File: config.mk
export PLATFORM = sky130hd
export DESIGN_NAME = banked_page_mapper
export DESIGN_NICKNAME = d
export VERILOG_FILES = /design/src/bpm_pkg.sv /design/src/banked_page_mapper.sv
export SDC_FILE = /design/constraint.sdc
export NUM_CORES = 1
export LEC_CHECK = 0
export BUFFER_PORTS_ARGS = -buffer_cell sky130_fd_sc_hd__buf_2
export CAP_MARGIN = 30
export CORE_ASPECT_RATIO = 1.4
export CORE_MARGIN = 5
export CORE_UTILIZATION = 50
export CTS_BUF_LIST = sky130_fd_sc_hd__clkbuf_16
export DETAILED_ROUTE_END_ITERATION = 6
export PLACE_DENSITY = 0.71
export SLEW_MARGIN = 20
export SYNTH_ARGS = -nofsm -noshare
export SYNTH_HDL_FRONTEND = slang
export SYNTH_SLANG_ARGS = --single-unit
File: constraint.sdc
create_clock -name clk -period 3.5 [get_ports clk]
set_clock_uncertainty 0.05 [all_clocks]
set_input_delay 0 -clock clk [delete_from_list [all_inputs] [get_ports clk]]
set_output_delay 0 -clock clk [all_outputs]
set_load 0.005 [all_outputs]
File: src/bpm_pkg.sv
// ----------------------------------------------------------------------------
// bpm_pkg: shared types, codes and page mapping functions
// Page table entry layout, command and action codes, and the functions that
// work out frames and cards for a bank from the card registers.
// ----------------------------------------------------------------------------
package bpm_pkg;

  // command codes
  localparam logic [1:0] CMD_READ  = 2'd0;
  localparam logic [1:0] CMD_WRITE = 2'd1;
  localparam logic [1:0] CMD_MAP   = 2'd2;

  // action codes
  localparam logic [1:0] ACT_NONE  = 2'd0;
  localparam logic [1:0] ACT_READ  = 2'd1;
  localparam logic [1:0] ACT_WRITE = 2'd2;
  localparam logic [1:0] ACT_RAND  = 2'd3;

  // card kinds
  localparam logic [1:0] KIND_NONE = 2'd0;
  localparam logic [1:0] KIND_RAM  = 2'd1;

  // card codes held per page: 0-3 slot, 4 internal RAM, 7 none
  localparam logic [2:0] CARD_INT  = 3'd4;
  localparam logic [2:0] CARD_NONE = 3'd7;

  // register indexes
  localparam logic [2:0] REG_INT_RAM = 3'd4;
  localparam int unsigned NumRegs    = 5;

  // internal RAM
  localparam logic [7:0] INT_RAM_BANK  = 8'h20;
  localparam logic [8:0] INT_RAM_FRAME = 9'h040;   // 0x080000 in 8K units

  // generator
  localparam logic [15:0] SEED_RESET = 16'hac23;
  localparam logic [15:0] SEED_TAP1  = 16'hb4b8;
  localparam logic [15:0] SEED_TAP0  = 16'h00b8;

  typedef logic [NumRegs-1:0][7:0] card_regs_t;

  typedef struct packed {
    logic [8:0] frame;
    logic [7:0] bank;
    logic [2:0] card;
  } page_t;

  typedef page_t [7:0] page_tbl_t;

  function automatic logic [1:0] kind_of(card_regs_t regs, logic [2:0] idx);
    return regs[idx][1:0];
  endfunction

  function automatic logic [5:0] mask_of(card_regs_t regs, logic [2:0] idx);
    return regs[idx][7:2];
  endfunction

  function automatic logic is_int_bank(logic [7:0] bank);
    return bank[7:5] == 3'b001;
  endfunction

  function automatic logic [2:0] card_for_bank(card_regs_t regs, logic [7:0] bank);
    logic [2:0] slot;
    slot = {1'b0, bank[7:6]};
    if (is_int_bank(bank)) begin
      return CARD_INT;
    end
    return (kind_of(regs, slot) != KIND_NONE) ? slot : CARD_NONE;
  endfunction

  // frame (physical address bits 21:13) of the lower half of a 16K bank
  function automatic logic [8:0] bank_frame(card_regs_t regs, logic [7:0] bank);
    logic [2:0] slot;
    logic [5:0] m;
    logic [7:0] b16;
    slot = {1'b0, bank[7:6]};
    m = (kind_of(regs, slot) != KIND_NONE) ? mask_of(regs, slot) : 6'd0;
    if (is_int_bank(bank)) begin
      m = mask_of(regs, REG_INT_RAM);
    end
    b16 = ((bank[7:6] == 2'b00) ? (bank & 8'he0) : (bank & 8'hc0)) |
          (bank & {2'b00, m});
    return {b16, 1'b0};
  endfunction

  function automatic page_tbl_t map_segment(page_tbl_t tbl, card_regs_t regs,
                                            logic [1:0] seg, logic [7:0] bank,
                                            logic upper, logic ram);
    page_tbl_t  t;
    logic [8:0] f;
    logic [2:0] c;
    logic [7:0] even_bank;
    t = tbl;
    even_bank = bank & 8'hfe;
    f = bank_frame(regs, bank);
    c = card_for_bank(regs, bank);
    if (seg == 2'd0) begin
      if (!upper) begin
        if (ram) begin
          t[0] = '{frame: INT_RAM_FRAME, bank: INT_RAM_BANK, card: CARD_INT};
        end else begin
          t[0] = '{frame: 9'd0, bank: 8'd0,
                   card: (kind_of(regs, 3'd0) != KIND_NONE) ? 3'd0 : CARD_NONE};
        end
      end else begin
        t[1] = '{frame: bank_frame(regs, even_bank) + {8'd0, bank[0]},
                 bank: bank, card: c};
      end
    end else begin
      // frame is even, so the upper page's +1 never carries out
      t[{seg, 1'b0}] = '{frame: f, bank: bank, card: c};
      t[{seg, 1'b1}] = '{frame: f + 9'd1, bank: bank, card: c};
    end
    return t;
  endfunction

  // rebuild every page from its stored bank after a slot card change
  function automatic page_tbl_t recompute(page_tbl_t tbl, card_regs_t regs);
    page_tbl_t t;
    t = tbl;
    t = map_segment(t, regs, 2'd0, t[0].bank, 1'b0, t[0].bank == INT_RAM_BANK);
    t = map_segment(t, regs, 2'd0, t[1].bank, 1'b1, 1'b0);
    t = map_segment(t, regs, 2'd1, t[2].bank, 1'b0, 1'b0);
    t = map_segment(t, regs, 2'd2, t[4].bank, 1'b0, 1'b0);
    t = map_segment(t, regs, 2'd3, t[6].bank, 1'b0, 1'b0);
    return t;
  endfunction

  function automatic logic [15:0] seed_step(logic [15:0] s);
    return (s >> 1) ^ (s[0] ? SEED_TAP1 : SEED_TAP0);
  endfunction

endpackage

File: src/banked_page_mapper.sv
// ----------------------------------------------------------------------------
// banked_page_mapper: 16-bit to 22-bit banked address translation
// Eight 8K page entries, slot card registers and a byte generator for
// reads of empty pages.
// ----------------------------------------------------------------------------
// Usage:
//   Input channel (in_valid/in_ready) carries one command word: read, write
//   or map. Every word gives exactly one result word on the output channel
//   (out_valid/out_ready): phys_address, action and data.
//   Config channel (cfg_valid/cfg_ready) writes the card registers; it is
//   always ready. Writing a slot register rebuilds all eight page entries
//   in the same cycle. Write config only while no command is in flight.
// Pipeline and throughput:
//   A word is held in the input register, is translated by the page table
//   lookup, and lands in the result register, which raises out_valid. One
//   word per cycle is sustained while out_ready stays high; a map command
//   updates the table as it leaves the input register, so the next word
//   sees it.
// Reset: all pages hold no card, card registers clear, generator seed 0xac23.
// Stall: when out_ready is low the result holds, the input register keeps
//   one more word, and in_ready drops until the result is taken.
// ----------------------------------------------------------------------------
module banked_page_mapper
  import bpm_pkg::*;
(
  input  logic        clk,
  input  logic        rst,
  // command channel
  input  logic        in_valid,
  output logic        in_ready,
  input  logic [1:0]  command,
  input  logic [15:0] address,
  input  logic [7:0]  write_data,
  input  logic [1:0]  segment,
  input  logic [7:0]  bank,
  input  logic        upper_half,
  input  logic        ram_select,
  // result channel
  output logic        out_valid,
  input  logic        out_ready,
  output logic [21:0] phys_address,
  output logic [1:0]  action,
  output logic [7:0]  data,
  // config channel
  input  logic        cfg_valid,
  output logic        cfg_ready,
  input  logic [2:0]  cfg_index,
  input  logic [7:0]  cfg_data
);

  // input register
  logic        s1_valid;
  logic [1:0]  s1_command;
  logic [15:0] s1_address;
  logic [7:0]  s1_write_data;
  logic [1:0]  s1_segment;
  logic [7:0]  s1_bank;
  logic        s1_upper_half;
  logic        s1_ram_select;
  logic        s1_advance;

  // state
  card_regs_t  cards, cards_next;
  page_tbl_t   pages, pages_next;
  logic [15:0] random_seed, random_seed_next;
  logic        slot_wr;

  // translation
  page_t       cur;
  logic [21:0] phys;
  logic        rand_step;
  logic [21:0] res_phys;
  logic [1:0]  res_action;
  logic [7:0]  res_data;

  assign cfg_ready  = 1'b1;
  assign s1_advance = s1_valid && (!out_valid || out_ready);
  assign in_ready   = !s1_valid || s1_advance;

  // current page lookup
  assign cur       = pages[s1_address[15:13]];
  assign phys      = {cur.frame, s1_address[12:0]};
  assign rand_step = s1_advance && (s1_command == CMD_READ) && (cur.card == CARD_NONE);

  // config write, page table and generator next state
  always_comb begin
    cards_next = cards;
    slot_wr    = 1'b0;
    if (cfg_valid && (cfg_index <= REG_INT_RAM)) begin
      cards_next[cfg_index] = cfg_data;
      slot_wr = (cfg_index != REG_INT_RAM);
    end
    pages_next = pages;
    if (slot_wr) begin
      pages_next = recompute(pages, cards_next);
    end else if (s1_advance && (s1_command == CMD_MAP)) begin
      pages_next = map_segment(pages, cards, s1_segment, s1_bank,
                               s1_upper_half, s1_ram_select);
    end
    random_seed_next = rand_step ? seed_step(random_seed) : random_seed;
  end

  // result of the word in the input register
  always_comb begin
    res_phys   = 22'd0;
    res_action = ACT_NONE;
    res_data   = 8'd0;
    case (s1_command)
      CMD_READ: begin
        if (cur.card == CARD_NONE) begin
          res_action = ACT_RAND;
          res_data   = random_seed_next[15:8];
        end else begin
          res_action = ACT_READ;
          res_phys   = phys;
        end
      end
      CMD_WRITE: begin
        if ((cur.card <= CARD_INT) && (kind_of(cards, cur.card) == KIND_RAM)) begin
          res_action = ACT_WRITE;
          res_phys   = phys;
          res_data   = s1_write_data;
        end
      end
      default: begin
        res_action = ACT_NONE;
      end
    endcase
  end

  // control and state registers
  always_ff @(posedge clk) begin
    if (rst) begin
      s1_valid    <= 1'b0;
      out_valid   <= 1'b0;
      cards       <= '0;
      random_seed <= SEED_RESET;
      for (int i = 0; i < 8; i++) begin
        pages[i] <= '{frame: 9'd0, bank: 8'd0, card: CARD_NONE};
      end
    end else begin
      if (in_ready) begin
        s1_valid <= in_valid;
      end
      if (s1_advance) begin
        out_valid <= 1'b1;
      end else if (out_ready) begin
        out_valid <= 1'b0;
      end
      cards       <= cards_next;
      pages       <= pages_next;
      random_seed <= random_seed_next;
    end
  end

  // payload registers
  always_ff @(posedge clk) begin
    if (in_valid && in_ready) begin
      s1_command    <= command;
      s1_address    <= address;
      s1_write_data <= write_data;
      s1_segment    <= segment;
      s1_bank       <= bank;
      s1_upper_half <= upper_half;
      s1_ram_select <= ram_select;
    end
    if (s1_advance) begin
      phys_address <= res_phys;
      action       <= res_action;
      data         <= res_data;
    end
  end

  // checks
  a_ready_when_empty: assert property (@(posedge clk) disable iff (rst)
    !s1_valid |-> in_ready)
    else $error("input register empty but in_ready low");

  a_seed_only_on_empty_read: assert property (@(posedge clk) disable iff (rst)
    !rand_step |=> $stable(random_seed))
    else $error("generator stepped without an empty-page read");

  a_advance_gives_result: assert property (@(posedge clk) disable iff (rst)
    s1_advance |=> out_valid)
    else $error("word left input register without a result");

  a_rand_has_no_address: assert property (@(posedge clk) disable iff (rst)
    (out_valid && (action == ACT_RAND || action == ACT_NONE)) |-> (phys_address == 22'd0))
    else $error("address given on a non-memory result");

endmodule

After elaboration in Yosys (flattened, before gate mapping). Index checks and enable logic that the tools add are counted.

Flip-flop bits (word level): 288. Latch bits: 0. Memory bits (writable): 0. Memory bits (read-only): 0. Bits of input ports: 54. Output and inout port bits: 35. Logic and storage cells: 235. Memories: 0.

$add $sub $neg: 6. Multipliers: 0. Divide/modulo/power cells: 0. $lt $le $gt $ge: 15. Eq/ne operators: 14. Shift-type cells: 0. Muxes and demuxes: 102. Bitwise logic cells: 15. Reduce and logical (&&, ||, !) cells: 36.

Operators with widths (count): bitwise mux 160 bit (2); two-way mux 160 bit (2); two-way mux 6 bit (25); two-way mux 120 bit (1); two-way mux 20 bit (5); binary-select mux 8 bit (select 2 bit) (5); demux 20 bit (select 2 bit) (2); two-way mux 40 bit (2); two-way mux 8 bit (8); binary-select mux 20 bit (select 3 bit) (1); two-way mux 3 bit (19); bitwise AND 8 x 6 -> 8 bit (6); bitwise OR 8 bit (6); two-way mux 22 bit (2); one-hot mux 22 bit (2 select lines) (1); bitwise mux 40 bit (1); adder 9 x 1 -> 9 bit (second input constant) (4); two-way mux 18 bit (2); two-way mux 16 bit (2); two-way mux 31 bit (1); binary-select mux 8 bit (select 3 bit) (1); demux 8 bit (select 3 bit) (1); < comparator 2 x 4 -> 1 bit (second input constant) (5); < comparator 3 x 4 -> 1 bit (second input constant) (5); other kinds (24) (79).

Longest topological paths before layout. Gate-level depths: netlist of the first run.

Depth in word-level cells: 20. Mapped depth: 8.

Least setup slack after synthesis of the first run. OpenSTA, ideal clock, no wires.

Path type: reg-to-reg. Start: reg out_valid. End: reg random_seed[14]. Library setup time: 0.070 ns. Data arrival time: 3.569 ns. Data required time: 3.380 ns. Path slack: -0.190 ns. Stages on the path, launching flop included: 8. Clock period less this slack: 3.690 ns. Cell sequence: dfxtp_1 -> nor2b_1 -> nor2_1 -> nand2_1 -> and3b_1 -> clkbuf_1 -> nand2_1 -> a21oi_1.

Cells in the longest elaborated chain, start to end: 6.

RTL lines: from (decl) (line banked_page_mapper.sv:39) `output logic out_valid,`; from (signal assigned) (line banked_page_mapper.sv:135) `out_valid <= 1'b0;`; from (signal assigned) (line banked_page_mapper.sv:146) `out_valid <= 1'b1;`; from (signal assigned) (line banked_page_mapper.sv:148) `out_valid <= 1'b0;`; logical NOT 1 bit (line banked_page_mapper.sv:77) `assign s1_advance = s1_valid && (!out_valid || out_ready);`; logical OR 1 bit (line banked_page_mapper.sv:77); logical AND 1 bit (line banked_page_mapper.sv:77); net s1_advance (line banked_page_mapper.sv:60) `logic s1_advance;`; logical AND 1 bit (2 in series) (line banked_page_mapper.sv:83) `assign rand_step = s1_advance && (s1_command == CMD_READ) && (cur.card == CARD_NONE);`; two-way mux 16 bit (line banked_page_mapper.sv:100) `random_seed_next = rand_step ? seed_step(random_seed) : random_seed;`; to (signal assigned) (line banked_page_mapper.sv:152) `random_seed <= random_seed_next;`; to (decl) (line banked_page_mapper.sv:65) `logic [15:0] random_seed, random_seed_next;`.

The timed path passes the listed nets, and every way through them passes these cells. A chain may end at the register's enable or synchronous reset.

Final worst setup path of the first run.
Start: reg s1_address[13]. End: reg phys_address[12] (data pin).

Cells in the longest elaborated chain, start to end: 8. Elaborated cells on any way between the ends: 11.

RTL lines: from (decl) (line banked_page_mapper.sv:54) `logic [15:0] s1_address;`; from (signal assigned) (line banked_page_mapper.sv:160) `s1_address <= address;`; binary-select mux 20 bit (select 3 bit) (*) (line banked_page_mapper.sv:81) `assign cur = pages[s1_address[15:13]];`; two-way mux 20 bit (not written as such) (*) (line banked_page_mapper.sv:81); binary-select mux 8 bit (select 3 bit) (line bpm_pkg.sv:51) `return regs[idx][1:0];`; two-way mux 2 bit (not written as such) (line bpm_pkg.sv:51); equality test 2 x 1 -> 1 bit (line banked_page_mapper.sv:119) `if ((cur.card <= CARD_INT) && (kind_of(cards, cur.card) == KIND_RAM)) begin`; logical AND 1 bit (line banked_page_mapper.sv:119); two-way mux 22 bit (line banked_page_mapper.sv:119); one-hot mux 22 bit (2 select lines) (*) (line banked_page_mapper.sv:108) `case (s1_command)`; to (signal assigned) (line banked_page_mapper.sv:168) `phys_address <= res_phys;`; to (decl) (line banked_page_mapper.sv:41) `output logic [21:0] phys_address,`.

Every way passes the cells marked *; elsewhere a longest branch is shown, timed or not. The select of a mux whose other input is x is not followed.

==> impl_metrics.json, run 1 <==
{
  "cts_buffers": 23,
  "critPathCapture": "phys_address[12]$_SDFFCE_PN0P_",
  "fmax_mhz": 340,
  "area_growth_pct": 17.6,
  "synth-edff-count": 70,
  "fin_crit_sh_pct": 84.1,
  "grt_use_total_pct": 25.4,
  "firstDrtPassIters": 6,
  "synth_compound_area_share_pct": 13.2,
  "io_buffers": 87,
  "ys_seq_elements": 224,
  "yosys_most_used_dff": "dfxtp_1",
  "core_area_mm2": 0.0211,
  "initial_core_util_pct": 50.6,
  "die_area_mm2": 0.0245,
  "postCtsSetupBuffers": 0,
  "vias": 8894,
  "n_antenna_cell": 0,
  "ys_seq_area_share_pct": 48.5,
  "ys_async_sr_fraction_pct": 0,
  "powerDensity_mw_per_mm2": 457,
  "routedWlPerCell_um": 21.4,
  "ys_warn_count": 0,
  "grt_start_max_net_pins": 85,
  "ff2ff_setup_slack_ns": 0.56,
  "syn_avg_cell_area_um2": 10.0,
  "drive_above_1_share_pct": 18.0,
  "cap_violations": 0,
  "slew_viol_final": 0,
  "nNetsFinal": 1229,
  "synth_xor_area_share_pct": 0.246,
  "hold_class": "input pin to flop",
  "worstPathRequired_ns": 3.71,
  "synth_mux_area_share_pct": 15.0,
  "hold_viol_final": 0,
  "synth_top_family_by_area": "simple AND/OR/NAND/NOR gates",
  "first_global_vias": 8819,
  "min_period_ns": 2.94,
  "p_leak_uw": 0.00456,
  "rr_endpoint": "phys_address[12]$_SDFFCE_PN0P_",
  "synth_adder_area_share_pct": 0,
  "rsz0062_at_grt": "false",
  "yosysTopAreaCellShare_pct": 28.8,
  "synth_largest_area_cell": "dfxtp_1",
  "fp-row-count": 63,
  "synth_area_leaders": "dfxtp_1 29%, edfxtp_1 20%, mux4_2 6.5%",
  "avgViaCountPerCell": 6.13,
  "grt_overflow": 0,
  "final_util_pct": 59.5,
  "rr_worst_depth": 7,
  "startpoint": "s1_address[13]$_DFFE_PP_",
  "cp_top_family": "multiplexers",
  "cts_root_buf": "clkbuf_16",
  "crit_cells": 7,
  "initialDrtViolationCount": 941,
  "cts_max_level": 1,
  "start_kind": "flop",
  "syn-num-nets": 1120,
  "insertion_delay_ns": 0.52,
  "cts_sinks": 224,
  "slew-limit-headroom_pct": 37.4,
  "drc_errors": 0,
  "pre_cts_slack_ns": 0.564,
  "setup_viol": 0,
  "ys_types": 71,
  "clk_pin_slew_worst_paths_ns": 0.06,
  "path_class": "flop to flop",
  "ir_drop_v": 0.000372,
  "slowest_stage": "edfxtp_1",
  "ant_nets": 0,
  "syn_inst": 1066,
  "die_w_um": 134,
  "synth_area_mm2": 0.0107,
  "synth-simple-area-share_pct": 18.7,
  "worst_slack_ns": 0.556,
  "reg2reg_from": "s1_address[13]$_DFFE_PP_",
  "tightest_slew_ns": 0.938,
  "dp_hpwl_um": 22100,
  "totalWireLength_um": 31100,
  "end_kind": "flop",
  "setup_tns_ns": 0,
  "cp_max_fo": 12,
  "synthMostInstantiatedCell": "dfxtp_1",
  "gp_congestion": 0.950,
  "cp.arrival_ns": 3.15,
  "worst-path-buf-inv": 1,
  "slowest_delay_ns": 0.70,
  "status": "complete, no violations",
  "grt_pass1_wl_um": 49300,
  "clock_path_buffers": 3,
  "cp_cell_sequence": "mux2_2 > mux4_2 > mux2i_1 > a22o_1 > a221oi_4 > buf_4 > nor2b_1",
  "antenna_found_initial": 0,
  "yosys-top-cells-count": "154 x dfxtp_1, 114 x nand2_1, 113 x nor2_1",
  "io_pins": 89,
  "cts_tree": "built",
  "fp.dieH_um": 183
}
-- tightest hold or removal path, stage by stage --
cell and delay, ns:
buf_2 0.13, nor2b_1 0.20, o21ai_0 0.13, nand3_1 0.08
-- state kept, by name, indices dropped and copies added (netlist names), 2 cells and up --
name and count:
cards 39, phys_address 22, random_seed 16, s1_command 2, action 2, s1_bank 8, s1_write_data 8, pages 97
s1_segment 2, data 8, s1_address 16
-- stage by stage --
step	cells	hold WS (ns)	area, um^2	total power (uW)
final	1452	0.0292	12600	5740
after global routing	1452	0.0704	12600	5930
after CTS	1452	0.0136	12600	5770
after detailed placement	1361	0.128	11300	3320
after global placement	1360	0.126	11300	3310
after floorplan	1066	0.0489	10700	3150
-- layer usage --
layer,share of wire (%),vias to the layer above,global-route usage (%)
met5,0,-,0
met4,5.5,0,13.4
met3,7.0,109,3.90
met1,38,4236,30.4
li1,-,4144,-
met2,49,405,44.2
-- where the power goes --
group | internal (uW) | leakage (uW) | switching [uW]
combinational | 207 | 0.00224 | 274
sequential | 2760 | 0.00194 | 68.9
clock | 1420 | 0.000380 | 1010
-- logic make-up (layout without fill, tap and decap cells) --
logic type	count (synthesis)	in the layout
simple gates	404	404
mux	113	113
other cells	1	1
flops	224	224
xor+xnor	3	3
buf+inv	110	236
compound gates	211	211
-- final cells by class --
type | count | area, um^2
fill | 1798 | 8550
sequential | 224 | 5180
multi-input combinational | 732 | 5050
timing repair buffer | 164 | 1150
clock buffer | 23 | 576
tap | 260 | 325
clock inverter | 19 | 168
inverter | 30 | 113
-- cells in the final DEF (no fill, tap or decap), types with 5 or more instances in the layout --
master,n
nor2b_1,28
o22ai_1,15
dlygate4sd3_1,49
a221oi_1,14
and3_1,7
clkbuf_16,23
buf_4,28
mux2_2,20
mux4_2,31
inv_1,34
and4_1,5
o21ai_0,22
nand4_1,7
nor3_1,27
nor2_1,112
a211oi_1,24
buf_2,86
o32ai_1,16
nand2_1,114
and2_1,17
nand2b_1,11
mux2i_1,57
a21oi_1,72
nand3_1,35
clkinv_1,5
a31oi_1,12
dfxtp_1,154
edfxtp_1,70
nor4_1,7
-- how the worst min path moves through the flow --
| stage | cells past startpoint | end | startpoint |
|---|---|---|---|
| after CTS | 4 | pages[2]$_SDFFE_PP1P_ | cfg_index[2] |
| after floorplan | 0 | s1_address[0]$_DFFE_PP_ | address[0] |
| final | 4 | pages[2]$_SDFFE_PP1P_ | cfg_index[2] |
| after detailed placement | 1 | s1_bank[6]$_DFFE_PP_ | bank[6] |
| after global routing | 5 | cards[32]$_SDFFE_PP0P_ | cfg_index[1] |
| after global placement | 1 | s1_segment[0]$_DFFE_PP_ | segment[0] |
-- repair_timing --
action	4_1_cts	5_1_grt
hold endpoints to repair	79	0
resized for setup	0	0
hold buffers	49	0
(Power assumes the default switching activity.)
==> inputs of run 2 (changes only) <==
Clock period 3.5 ns to 2.7 ns, I/O delays scaled along.
==> run 2 against run 1 <==
Clock-buffer cell count is 1 higher; power is 33% higher; combinational power is 39% higher; core utilization is 1.4 points higher; global-route usage hardly changed; first-iteration DRC count is 5.5% lower; wire length is 1.9% higher; hold slack better by 0.026 ns; critical path type unchanged; largest cell class unchanged; highest routed layer unchanged.
==> impl_metrics.json, run 2 (same netlist as run 1, synthesis figures left out) <==
{
  "slew_viol_final": 0,
  "first_global_vias": 8744,
  "p_comb_share_pct": 8.8,
  "powerDensity_mw_per_mm2": 591,
  "hold_class": "input pin to flop",
  "ant_nets": 0,
  "insertion_delay_ns": 0.51,
  "power.switching_uw": 1750,
  "clockPowerShare_pct": 43.2,
  "rr_worst_depth": 7,
  "grt_use_total_pct": 25.4,
  "crit_cells": 7,
  "p_leak_uw": 0.00474,
  "n_antenna_cell": 0,
  "slowest_stage": "mux4_2",
  "fmax_mhz": 379,
  "ir_drop_v": 0.000507,
  "grt_overflow": 0,
  "gp_congestion": 1.00,
  "tightest_slew_ns": 0.882,
  "io_buffers": 87,
  "initial_core_util_pct": 50.6,
  "slew-limit-headroom_pct": 41.2,
  "drive_above_1_share_pct": 20.2,
  "setup_viol": 0,
  "min_path_cells": 4,
  "cap_violations": 0,
  "postCtsSetupBuffers": 0,
  "antenna_found_initial": 0,
  "slowest_delay_ns": 0.51,
  "worst-path-buf-inv": 1,
  "initialDrtViolationCount": 889,
  "vias": 9041,
  "cts_max_level": 1,
  "cp_max_fo": 10,
  "totalWireLength_um": 31700,
  "routedWlPerCell_um": 21.4,
  "switching_share_pct": 23.0,
  "worst_slack_ns": 0.0643,
  "pre_cts_slack_ns": 0.0667,
  "fin_crit_sh_pct": 97.6,
  "fp-row-count": 63,
  "start_kind": "flop",
  "drc_errors": 0,
  "pwr-share-seq_pct": 48.0,
  "timing.hold.ws_ns": 0.0553,
  "top_register": "pages",
  "io_pins": 89,
  "clk_pin_slew_worst_paths_ns": 0.06,
  "cts_sinks": 224,
  "clock_path_buffers": 3,
  "final_cell_mix": "154 x dfxtp_1, 114 x nand2_1, 112 x nor2_1",
  "hold_viol_final": 0,
  "cts_root_buf": "clkbuf_16",
  "cp.arrival_ns": 2.85,
  "worstPathRequired_ns": 2.91,
  "min_period_ns": 2.64,
  "cp_cell_sequence": "mux2_2 > mux4_2 > mux2i_1 > a22o_2 > a221oi_4 > buf_4 > nor2b_1",
  "cts_tree": "built",
  "grt_pass1_wl_um": 49300,
  "ff2ff_setup_slack_ns": 0.06,
  "reg_top3": "pages: 97 flops, cards: 39 flops, phys_address: 22 flops",
  "dp_hpwl_um": 22900,
  "cts_buffers": 23,
  "die_w_um": 134,
  "path_class": "flop to flop",
  "core_area_mm2": 0.0211,
  "nNetsFinal": 1260,
  "firstDrtPassIters": 5,
  "final_util_pct": 60.9,
  "grt_start_max_net_pins": 49,
  "area_growth_pct": 20.4,
  "avgViaCountPerCell": 6.10,
  "fp.dieH_um": 183,
  "fillers": 1784,
  "p_int_uw": 5860,
  "cp_top_family": "multiplexers",
  "final_common_cell": "dfxtp_1",
  "dp_cells": 1391,
  "status": "complete, no violations",
  "final_cells": 1481,
  "setup_tns_ns": 0,
  "die_area_mm2": 0.0245,
  "end_kind": "flop",
  "largest_reg_flops": 97
}
[run 2: final cells by class]
class,instances,area [um^2],share of cell area (%)
Clock inverter,16,178,1.38
Multi-Input combinational cell,732,5070,39.4
Timing Repair Buffer,195,1400,10.9
Sequential cell,224,5180,40.3
Inverter,30,113,0.875
Tap cell,260,325,2.53
Clock buffer,24,601,4.67
[run 2: stage by stage]
step	area, um^2	total power (uW)
finish	12900	7610
global route	12900	7870
CTS	12900	7650
detailed placement	11600	4330
global placement	11600	4320
floorplan	10700	4080
[run 2: tightest hold or removal path, cell delays in order]
cell	delay (ns)
buf_2	0.13
nand2b_1	0.10
buf_12	0.19
o21ai_0	0.15
[run 2: path summary, 6_finish.rpt]
| check | start | to |
|---|---|---|
| setup / recovery | s1_address[13]$_DFFE_PP_ | phys_address[2]$_SDFFCE_PN0P_ |
| hold / removal | cfg_valid | pages[120]$_SDFFE_PP1P_ |
| setup reg to reg | s1_address[13]$_DFFE_PP_ | phys_address[2]$_SDFFCE_PN0P_ |
| hold reg to reg | pages[71]$_SDFFE_PP0P_ | pages[71]$_SDFFE_PP0P_ |
[run 2: metal layers]
layer / up-vias / part of all wire (%) / global-route usage (%)
li1: 4201 / - / -
met1: 4294 / 38 / 30.4
met2: 426 / 49 / 44.7
met3: 120 / 6.7 / 2.85
met4: 0 / 6.4 / 13.6
met5: - / 0 / 0
[run 2: what timing repair did]
action	CTS	global route
endpoints found under the hold margin	106	0
setup endpoints to repair	0	27
resized for setup	0	5
hold buffers	50	0
[run 2: power groups by stage]
stage	registers, uW	logic (uW)	clock network [uW]
final	3660	668	3290
after global routing	3660	719	3490
after CTS	3650	658	3340
after detailed placement	3730	599	0
after global placement	3720	591	0
after floorplan	3700	388	0
==> inputs of run 3 (changes only) <==
Settings changed: CORE_ASPECT_RATIO 1.4 to 2, CORE_MARGIN 5 to 3.
==> run 3 against run 2 <==
Critical path depth stayed put; global-route usage is 3.6 points higher; non-clock buffer count is 9 higher; wire length is 6.2% higher; via count is 2.3% higher; sequential power hardly changed; final area is 0.62% higher; clock power hardly changed; critical path type unchanged.
==> impl_metrics.json, run 3 (same netlist as run 1, synthesis figures left out) <==
{
  "initial_core_util_pct": 50.9,
  "vias": 9252,
  "path_class": "flop to flop",
  "initialDrtViolationCount": 868,
  "final_cell_mix": "154 x dfxtp_1, 114 x nand2_1, 112 x nor2_1",
  "final_common_cell": "dfxtp_1",
  "final_area_mm2": 0.0130,
  "min_from": "cfg_index[0]",
  "drc_errors": 0,
  "min_period_ns": 2.66,
  "antenna_found_initial": 0,
  "drive_above_1_share_pct": 20.4,
  "grt_pass1_wl_um": 51100,
  "start_kind": "flop",
  "grt_start_max_net_pins": 68,
  "gp_congestion": 1.04,
  "cap_violations": 0,
  "io_buffers": 87,
  "dp_hpwl_um": 24900,
  "clock_path_buffers": 3,
  "reg_top3": "pages: 97 flops, cards: 39 flops, phys_address: 22 flops",
  "fmax_mhz": 376,
  "ir_drop_v": 0.000481,
  "cts_max_level": 1,
  "slew-limit-headroom_pct": 44.2,
  "powerDensity_mw_per_mm2": 589,
  "grt_overflow": 0,
  "die_w_um": 109,
  "slew_viol_final": 0,
  "hold_class": "input pin to flop",
  "largest_reg_flops": 97,
  "insertion_delay_ns": 0.51,
  "setup_viol": 0,
  "fp-row-count": 75,
  "rr_endpoint": "phys_address[19]$_SDFFCE_PN0P_",
  "nNetsFinal": 1268,
  "cts_sinks": 224,
  "min_to": "cards[34]$_SDFF_PP0_",
  "routedWlPerCell_um": 22.4,
  "hold_viol_final": 0,
  "firstDrtPassIters": 6,
  "area_growth_pct": 21.1,
  "n_antenna_cell": 0,
  "ff2ff_setup_slack_ns": 0.04,
  "cts_root_buf": "clkbuf_16",
  "die_area_mm2": 0.0233,
  "worst_slack_ns": 0.0435,
  "fin_crit_sh_pct": 98.4,
  "worstPathRequired_ns": 2.91,
  "clk_pin_slew_worst_paths_ns": 0.06,
  "io_pins": 89,
  "dpl_cell_area_mm2": 0.0116,
  "fp.dieH_um": 213,
  "p_leak_uw": 0.00477,
  "top_register": "pages",
  "end_kind": "flop",
  "cp_max_fo": 22,
  "rr_worst_depth": 7,
  "cp.arrival_ns": 2.86,
  "totalWireLength_um": 33600,
  "pre_cts_slack_ns": 0.0788,
  "ant_nets": 0,
  "cts_buffers": 22,
  "reg2reg_from": "s1_address[13]$_DFFE_PP_",
  "grt_use_total_pct": 29.0,
  "rsz0062_at_grt": "true",
  "first_global_vias": 9156,
  "core_area_mm2": 0.0210,
  "min_path_cells": 5,
  "tightest_slew_ns": 0.825,
  "cts_tree": "built",
  "status": "complete, no violations",
  "avgViaCountPerCell": 6.17
}
-- run 3: cell count changes in the layout (fill, tap and decap cells not counted), sizes merged --
cell / previous run / this run
dlygate4sd3: 50 / 51
inv: 37 / 34
bufinv: 4 / 5
clkinv: 5 / 8
buf: 145 / 152
-- run 3: power by group --
part / leakage, uW / internal (uW) / switching (uW)
Clock: 0.000393 / 2010 / 1280
Sequential: 0.00194 / 3580 / 80.2
Combinational: 0.00244 / 291 / 381
Total: 0.00477 / 5890 / 1740
-- run 3: repair_timing --
action                                 4_1_cts  5_1_grt
hold buffers                                51        0
setup buffers                                0        1
endpoints found under the hold margin       93        0
setup endpoints to repair                    0       28
gates resized for setup                      0        3
-- run 3: layer usage --
metal,vias to the layer above,global-route usage (%),wire [um]
met2,433,52.3,17600
li1,4226,-,-
met4,0,21.2,3040
met3,170,3.39,1730
met1,4423,29.9,11300
met5,-,0,0
-- run 3: worst max-delay path, stage by stage, from the launching register on --
cell	delay [ns]
edfxtp_1	0.44
mux2_2	0.37
mux4_2	0.52
mux2i_1	0.17
a22o_2	0.29
a221oi_4	0.29
buf_12	0.20
nor2b_1	0.06
-- run 3: cell type report --
class / instances / area (um^2)
tap: 269 / 337
clock buffer: 23 / 576
inverter: 30 / 113
timing repair buffer: 204 / 1480
clock inverter: 17 / 198
fill: 1791 / 8070
multi-input combinational: 732 / 5060
sequential: 224 / 5180
-- run 3: per-stage QoR --
step | std cells | hold slack, ns | power, uW | utilization (%) | TNS [ns]
global placement | 1406 | 0.127 | 4320 | 55.4 | 0
global route | 1499 | 0.0859 | 7840 | 61.6 | -0.370
detailed placement | 1406 | 0.128 | 4330 | 55.4 | 0
CTS | 1497 | 0.0580 | 7650 | 61.5 | 0
floorplan | 1066 | 0.0489 | 4080 | - | 0
finish | 1499 | 0.0638 | 7620 | 61.6 | 0
-- run 3: worst max-delay path by stage --
stage / depth (start not counted) / slack [ns] / start / to
after floorplan: 8 / 0.12 / s1_address[13]$_DFFE_PP_ / phys_address[19]$_SDFFCE_PN0P_
after global placement: 7 / 0.16 / s1_address[13]$_DFFE_PP_ / phys_address[13]$_SDFFCE_PN0P_
after detailed placement: 7 / 0.08 / s1_address[13]$_DFFE_PP_ / phys_address[10]$_SDFFCE_PN0P_
after CTS: 7 / 0.06 / s1_address[13]$_DFFE_PP_ / phys_address[19]$_SDFFCE_PN0P_
after global routing: 7 / -0.03 / s1_address[13]$_DFFE_PP_ / phys_address[19]$_SDFFCE_PN0P_
final: 7 / 0.04 / s1_address[13]$_DFFE_PP_ / phys_address[19]$_SDFFCE_PN0P_
